File: src/rtl/core/kwfc_pkg.sv
// Shared types, constants and command codes for the keyword frequency counter.
`timescale 1ns / 1ps
package kwfc_pkg;

  localparam int unsigned KEYWORD_SLOTS_DEF = 16;
  localparam int unsigned MAX_WORD_LEN_DEF  = 32;
  localparam int unsigned COUNT_WIDTH_DEF   = 32;

  localparam int unsigned COMMAND_W  = 3;
  localparam int unsigned SLOT_W     = 4;
  localparam int unsigned POSITION_W = 5;
  localparam int unsigned VALUE_W    = 8;
  localparam int unsigned COUNT_OUT_W = 32;

  typedef enum logic [COMMAND_W-1:0] {
    CMD_KEY_BYTE  = 3'd0,
    CMD_KEY_LEN   = 3'd1,
    CMD_TEXT_BYTE = 3'd2,
    CMD_TEXT_END  = 3'd3,
    CMD_READ      = 3'd4,
    CMD_CLEAR     = 3'd5
  } cmd_t;

  // Commands from the controller to the datapath
  typedef struct packed {
    logic capture;   // latch the input word
    logic exec;      // run the latched word (one cycle)
    logic sweep;     // step one slot of the word-end compare
    logic finish;    // close the word: clear its length and overflow flag
  } dp_ctrl_t;

  // Status from the datapath to the controller
  typedef struct packed {
    logic word_end;  // latched word ends a word that needs a compare
    logic last_slot; // sweep is at the last slot or matches this slot
  } dp_stat_t;

  function automatic logic is_space(input logic [VALUE_W-1:0] c);
    return (c == 8'h20) || (c >= 8'h09 && c <= 8'h0D);
  endfunction

endpackage

File: src/rtl/core/kwfc_ctrl.sv
// Controller state machine: sequences capture, execute, slot sweep and output.
`timescale 1ns / 1ps
module kwfc_ctrl
  import kwfc_pkg::*;
(
  input  logic     clk,
  input  logic     rst,
  input  logic     in_fire,
  input  logic     out_free,
  input  dp_stat_t stat,
  output dp_ctrl_t ctrl,
  output logic     busy,
  output logic     out_load
);

  typedef enum logic [2:0] {S_IDLE, S_EXEC, S_SWEEP, S_OUT} state_t;
  state_t state;

  // Decode commands from state
  always_comb begin
    ctrl = '0;
    ctrl.capture = in_fire;
    ctrl.exec    = (state == S_EXEC);
    ctrl.sweep   = (state == S_SWEEP);
    ctrl.finish  = (state == S_SWEEP) && stat.last_slot;
  end

  assign busy     = (state != S_IDLE);
  assign out_load = (state == S_OUT) && out_free;

  // Advance state
  always_ff @(posedge clk) begin
    if (rst) begin
      state <= S_IDLE;
    end else begin
      unique case (state)
        S_IDLE:  if (in_fire) state <= S_EXEC;
        S_EXEC:  state <= stat.word_end ? S_SWEEP : S_OUT;
        S_SWEEP: if (stat.last_slot) state <= S_OUT;
        S_OUT:   if (out_free) state <= S_IDLE;
        default: state <= S_IDLE;
      endcase
    end
  end

endmodule

File: config.mk
export PLATFORM = sky130hd
export DESIGN_NAME = kwfc_ctrl
export DESIGN_NICKNAME = d
export VERILOG_FILES = /design/src/rtl/core/kwfc_pkg.sv /design/src/rtl/core/kwfc_ctrl.sv
export SDC_FILE = /design/constraint.sdc
export NUM_CORES = 1
export LEC_CHECK = 0
export BUFFER_PORTS_ARGS = -buffer_cell sky130_fd_sc_hd__buf_2
export CAP_MARGIN = 10
export CORE_AREA = 2 2 39 41
export DETAILED_ROUTE_END_ITERATION = 10
export DIE_AREA = 0 0 41 43
export PLACE_DENSITY_LB_ADDON = 0.05
export SLEW_MARGIN = 30
export SYNTH_ARGS = -nofsm -noshare
export SYNTH_HDL_FRONTEND = slang
export SYNTH_SLANG_ARGS = --single-unit
export TNS_END_PERCENT = 100
File: constraint.sdc
create_clock -name clk -period 1.7 [get_ports clk]
set_clock_uncertainty 0.1 [all_clocks]
set_input_delay 0.085 -clock clk [delete_from_list [all_inputs] [get_ports clk]]
set_output_delay 0.085 -clock clk [all_outputs]
set_load 0.01 [all_outputs]
==> Word-level counts from Yosys, hierarchy flattened <==
Cells that the tools add are included.
{ "totals": {"reg_bits": 3, "elab_cells": 17} }
{ "classes": {"reduce_logical": 5, "eq_ne": 6, "mux": 5} }
{ "ops": {"columns": ["cell", "count"], "rows": [
  ["case mux 3 bit (4 select lines)", 1],
  ["2-to-1 mux 3 bit", 3],
  ["== test 3 x 2 -> 1 bit, second input constant", 2],
  ["!= test 2 bit, second input constant", 3],
  ["== test 3 x 1 -> 1 bit, second input constant", 1],
  ["zero test 3 bit", 1],
  ["AND reduction 3 bit", 1],
  ["nonzero test 3 bit", 1],
  ["logical AND 1 bit", 2],
  ["2-to-1 mux 1 bit", 1]
]} }

==> Logic depth before layout (Yosys ltp) <==
Gate-level depths: netlist (run 1).
{ "depth": {"depth_word": 3, "mapped_depth": 5, "mapped_depth_nobuf": 5} }

==> Worst setup path before layout (run 1) <==
No wires, ideal clock.
{ "synth_timing": {"path_kind": "register -> register", "start": "register state[0]", "end": "register state[1]", "period_less_slack_ps": 1364, "arrival_ps": 1192, "setup_slack_ps": 336, "required_time_ps": 1528, "stages_incl_launch_ff": 5, "cell_sequence": "dfxtp_1 inv_1 ha_1 a222oi_1 mux2i_1"} }
{ "synth_via": {"elab_chain_cells": 3, "word_cells_on_any_way": 9, "classes_between": "eq/ne (6); mux (1); reduce/logical (2)"} }
{ "synth_lines": {"columns": ["item", "line", "rtl"], "rows": [
  ["start: declaration", "kwfc_ctrl.sv:17", "state_t state;"],
  ["start signal: assignment", "kwfc_ctrl.sv:38", "S_EXEC: state <= stat.word_end ? S_SWEEP : S_OUT;"],
  ["== test 3 x 2 -> 1 bit or zero test 3 bit (tied branches)", "kwfc_ctrl.sv:36", "unique case (state)"],
  ["!= test 2 bit (no source line)", null, null],
  ["AND reduction 3 bit (no source line)", null, null]
]} }
Several ways; a longest one is shown, not always the timed one.
A chain may end at the register's enable or synchronous reset.

==> Final worst setup path (run 1) <==
Ends and elaborated chain as after synthesis.

==> results.cfg, run 1 <==
[global_route]
remaining_overflow_grt = 0
wire_length_of_the_first_global_routing_pass_um = 648
grt_util_all_layers = 0.0621
grt_pass1_vias = 164
initial_antenna_violation_count = 0
grt_max_degree = 6

[clocking]
insertion_delay_ns = 0.23
htreeDepth = 1
largest_buffer_count_on_any_clock_path = 2
cts.reportedPaths.clkPinSlew_ns = 0.03
cts-buffers-inserted = 3
tritoncts = built
cts-root-buf = clkbuf_4
cts.repair.resized = 0
clock_sink_count = 2

[floorplan]
chipHeight_um = 43
die-area_mm2 = 0.00176
io_pins = 12
initial_utilization = 0.156
die-width_um = 41
placementRows = 14
core-area_mm2 = 0.00138

[detailed_routing]
num_vias = 213
drt_iter0_markers = 10
routedWlPerCell_um = 8.76
total_wire_length_um = 482
firstDrtPassIters = 4
antenna_left = 0
route.detailed.drc = 0
detail_route.vias_per_cell = 3.87

[setup_path]
endpoint_kind = register
crit_path_cell_trace = inv_1 > ha_1 > a222oi_1 > mux2i_1
slowest_delay_ns = 0.43
required_ns = 1.75
worst_path_max_delay_cell = a222oi_1
worstPathBufferInverterCount = 1
worst-endpoint-arrival_ns = 1.56
critical_path_class = reg2reg
worstSetupStartpointType = register
cp_max_fo = 4
category_of_cells_accounting_for_the_largest_share_of_critical_path_delay = compound AO/OA/AOI/OAI gates

[synth]
seq_cells_post_synth = 2
postSynthAreaPerCell_um2 = 8.61
most_numerous_cell_types_in_the_synthesized_netlist = inv_1 (6), ha_1 (5), nand2b_1 (3), dfxtp_1 (2)
async_flop_share = 0
post-synth-top-area-cell = ha_1
most_used_flip_flop_cell_after_synthesis = dfxtp_1
synth-edff-count = 0
ys_top_cells_by_area = ha_1 (29%), dfxtp_1 (19%), inv_1 (10%)
seq_area_frac_synth = 0.186
synth.yosys.warnings = 0
syn-num-nets = 36
synth_top_area_share = 0.291
postSynthCellCount = 25
area_of_the_mapped_netlist_um2 = 215
synthMostInstantiatedCell = inv_1
yosysUniqueCellTypes = 13

[placed_design]
detailedPlace.worstSlack_ns = 0.198
dpl.cell_count = 51
placement.io_buffers = 11
place.gp.congestion = 0.668

[timing]
postLayoutSetupSlackWorst_ns = 0.198
layout_min_cycle_time_ns = 1.50
fmax_mhz = 666
rsz0062_at_grt = no
max_slew_margin = 0.695
final-max-slew-violation-count = 0
tightestPinTransition_ns = 0.457
setup-tns-final_ns = 0
timing_hold_violations_final = 0
report.final.setup_viol = 0
post_route_fraction_of_the_period_consumed_by_the_critical_path = 0.884

[layout]
final_nets = 52
n_fill_cell = 163
post_route_cells_drive_above_1_share = 0.385
largest_register = state
area_growth_syn_to_layout_pct = 46.5
finish.cell_count_without_fillers = 55
largest_register_ffs = 2
layout_top_registers = state: 2 flops
num_antenna_cells = 0

[hold_path]
hold_class = in2reg

[pwr]
power_per_cell_area_mw_per_mm2 = 1500
worst_ir_drop_vdd_mv = 0.379
total_leakage_power_nw = 0.186

[status]
status = finished clean

[job]
cap_viol_max_count = 0
per-stage QoR:
step | hold WS, ns | utilization | total power, W | area (um2)
final | 0.156 | 0.228 | 0.000474 | 315
after global routing | 0.187 | 0.228 | 0.000526 | 315
after CTS | 0.151 | 0.228 | 0.000493 | 315
after detailed placement | 0.248 | 0.204 | 0.000372 | 283
after global placement | 0.263 | 0.204 | 0.000383 | 283
after floorplan | 0.102 | - | 0.000288 | 215
what timing repair did:
item | in CTS | in global routing
setup buffers | 0 | 0
endpoints found under the setup margin | 0 | 0
hold buffers | 1 | 0
endpoints found under the hold margin | 1 | 0
per-layer routing:
layer,share of wire,vias to the layer above,track usage
met5,0,-,0
met4,0,0,0.0600
met3,0.10,0,0.0471
met2,0.48,7,0.0781
met1,0.41,97,0.0607
li1,-,109,-
path summary, 6_finish.rpt:
kind                                             from               endpoint  slack [ns]  depth (start not counted)
worst max-delay path            state[0]$_SDFFE_PP0P_  state[1]$_SDFFE_PP0P_        0.20                          4
worst min-delay path                          stat[1]  state[0]$_SDFFE_PP0P_        0.16                          4
worst max register to register  state[0]$_SDFFE_PP0P_  state[1]$_SDFFE_PP0P_        0.20                          4
worst min register to register  state[1]$_SDFFE_PP0P_  state[1]$_SDFFE_PP0P_        0.43                          2
power by group:
| group | internal [W] | switching (W) |
|---|---|---|
| Combinational | 0.000130 | 0.000142 |
| Sequential | 0.0000703 | 0.0000240 |
| Clock | 0.0000781 | 0.0000298 |
| Total | 0.000278 | 0.000196 |
cells by family after synthesis:
logic type / synth area share
buffers and inverters: 0.140
adders and majority gates: 0.291
muxes: 0.0465
and+or+nand+nor: 0.169
AOI/OAI and AO/OA: 0.169
DFF: 0.186
worst reg2reg max path: stages, from the launching register on:
cell and delay, ns:
dfxtp_1 0.35, inv_1 0.10, ha_1 0.23, a222oi_1 0.43, mux2i_1 0.22
placed cells by master (no fill, tap or decap):
cell | netlist | final
mux2i_1 | 1 | 1
a222oi_1 | 1 | 1
and2_2 | 1 | 1
o32ai_1 | 1 | 1
nor2_1 | 1 | 1
ha_1 | 5 | 5
and2_1 | 1 | 1
a21o_1 | 1 | 1
dlygate4sd3_1 | 0 | 1
clkbuf_4 | 0 | 3
dfxtp_1 | 2 | 2
a221o_1 | 1 | 1
inv_1 | 6 | 6
buf_2 | 0 | 11
nand2b_1 | 3 | 3
cell type report:
| cell class | instances | area [um2] | share of cell area |
|---|---|---|---|
| Tap cell | 16 | 20.0 | 0.0635 |
| Sequential cell | 2 | 40.0 | 0.127 |
| Clock buffer | 3 | 22.5 | 0.0714 |
| Inverter | 6 | 22.5 | 0.0714 |
| Multi-Input combinational cell | 16 | 145 | 0.460 |
| Timing Repair Buffer | 12 | 65.1 | 0.206 |
Power figures use the tool's default switching activity.
==> run 2, diff against run 1 <==
--- a/config.mk
+++ b/config.mk
@@ -10,7 +10,8 @@
 export CORE_AREA = 2 2 39 41
 export DETAILED_ROUTE_END_ITERATION = 10
 export DIE_AREA = 0 0 41 43
-export PLACE_DENSITY_LB_ADDON = 0.05
+export HOLD_SLACK_MARGIN = 0.1
+export PLACE_DENSITY_LB_ADDON = 0.3
 export SLEW_MARGIN = 30
 export SYNTH_ARGS = -nofsm -noshare
 export SYNTH_HDL_FRONTEND = slang
==> run 2 against run 1 <==
Power is 1.4% lower. Global-route usage up 0.59 points. Final cell count stayed put. Sequential cell count stayed put. Critical path type unchanged. Non-clock buffer count is the same. Register-to-register slack about the same. Sequential power decreased by 1%. Largest cell class unchanged. First-iteration DRC count down 50%. Utilization unchanged.
==> results.cfg, run 2 (same netlist as run 1, synthesis figures left out) <==
[status]
status = finished clean

[timing]
fmax_mhz = 672
layout_min_cycle_time_ns = 1.49
max_slew_margin = 0.732
post_route_fraction_of_the_period_consumed_by_the_critical_path = 0.876
rsz0062_at_grt = no
final-max-slew-violation-count = 0
tightestPinTransition_ns = 0.402
report.final.setup_viol = 0
timing_hold_violations_final = 0
setup-tns-final_ns = 0

[floorplan]
die-width_um = 41
io_pins = 12
placementRows = 14
initial_utilization = 0.156
core-area_mm2 = 0.00138
chipHeight_um = 43
die-area_mm2 = 0.00176

[layout]
footprint_of_the_flip_flops_and_latches_um2 = 40.0
mostFrequentLayoutCells = buf_2 (11), inv_1 (6), ha_1 (5)
num_antenna_cells = 0
layout_top_registers = state: 2 flops
finish.cell_count_without_fillers = 55
multiInputGateArea_um2 = 145
most_frequent_standard_cell_in_the_layout_excluding_fill_and_tap_cells = buf_2
largest_register = state
largest_register_ffs = 2
final_nets = 52
area_growth_syn_to_layout_pct = 46.5
n_fill_cell = 158
post_route_cells_drive_above_1_share = 0.385

[pwr]
total_leakage_power_nw = 0.186
power_per_cell_area_mw_per_mm2 = 1480
worst_ir_drop_vdd_mv = 0.312

[clocking]
cts.repair.resized = 0
cts-root-buf = clkbuf_4
htreeDepth = 1
largest_buffer_count_on_any_clock_path = 2
cts-buffers-inserted = 3
post_cts.repair.setup_buffers = 0
cts.reportedPaths.clkPinSlew_ns = 0.03
tritoncts = built
clock_sink_count = 2
insertion_delay_ns = 0.22

[hold_path]
hold_end = state[0]$_SDFFE_PP0P_
hold_class = in2reg
holdPathStages = 4
worst_hold_startpoint = stat[1]

[detailed_routing]
firstDrtPassIters = 4
total_wire_length_um = 435
num_vias = 203
antenna_left = 0
drt_iter0_markers = 5
detail_route.vias_per_cell = 3.69
routedWlPerCell_um = 7.91
route.detailed.drc = 0

[placed_design]
place.gp.congestion = 0.636
placement.io_buffers = 11
dpl.cell_count = 51

[global_route]
grt_pass1_vias = 204
grt_util_all_layers = 0.0681
wire_length_of_the_first_global_routing_pass_um = 745
remaining_overflow_grt = 0
initial_antenna_violation_count = 0
grt_max_degree = 6

[setup_path]
worst_r2r_startpoint = state[0]$_SDFFE_PP0P_
timing.reg2reg.worst_path_depth = 4
endpoint_kind = register
worst-r2r-setup-slack_ns = 0.21
cp_max_fo = 4
worst-endpoint-arrival_ns = 1.53
critical_path_class = reg2reg
required_ns = 1.74
worstSetupStartpointType = register
timing.rr.end = state[1]$_SDFFE_PP0P_

[job]
cap_viol_max_count = 0
==> run 2: timing repair <==
action / in CTS / in global routing
hold endpoints to repair: 2 / 0
hold buffers: 1 / 0
setup endpoints to repair: 0 / 0
==> run 2: report_power, final <==
part / internal [W] / switching [W]
registers: 0.0000704 / 0.0000227
clock network: 0.0000777 / 0.0000253
logic: 0.000130 / 0.000141
==> run 2: worst max path at each step <==
| stage | start | endpoint | slack (ns) |
|---|---|---|---|
| 4_1_cts | state[0]$_SDFFE_PP0P_ | state[1]$_SDFFE_PP0P_ | 0.20 |
| 3_5_place_dp | state[0]$_SDFFE_PP0P_ | state[1]$_SDFFE_PP0P_ | 0.20 |
| 6_report | state[0]$_SDFFE_PP0P_ | state[1]$_SDFFE_PP0P_ | 0.21 |
| 3_3_place_gp | state[0]$_SDFFE_PP0P_ | state[1]$_SDFFE_PP0P_ | 0.22 |
| 2_1_floorplan | state[0]$_SDFFE_PP0P_ | state[1]$_SDFFE_PP0P_ | 0.34 |
| 5_1_grt | state[0]$_SDFFE_PP0P_ | state[1]$_SDFFE_PP0P_ | 0.06 |
==> run 2: worst max-delay path, cell delays in order, from the launching register on <==
cell and delay [ns]:
dfxtp_1 0.35, inv_1 0.10, ha_1 0.24, a222oi_1 0.39, mux2i_1 0.24
==> run 2: area by class of cell <==
type / instances / area share
inverter: 6 / 0.0714
sequential: 2 / 0.127
tap: 16 / 0.0635
timing repair buffer: 12 / 0.206
multi-input combinational: 16 / 0.460
clock buffer: 3 / 0.0714
==> run 2: per-stage QoR <==
step	worst slack, ns	instance area, um2	hold WS, ns	power [W]	utilization
final	0.211	315	0.163	0.000467	0.228
after global placement	0.220	283	0.256	0.000372	0.204
after floorplan	0.336	215	0.102	0.000288	-
after global routing	0.0613	315	0.187	0.000532	0.228
after CTS	0.195	315	0.167	0.000487	0.228
after detailed placement	0.202	283	0.252	0.000374	0.204
==> run 2: per-layer routing <==
layer | wire length (um) | GRT usage | vias to the layer above
met5 | 0 | 0 | -
met4 | 0 | 0.0800 | 0
met3 | 32 | 0.0314 | 0
met2 | 232 | 0.100 | 6
met1 | 170 | 0.0573 | 87
li1 | - | - | 110
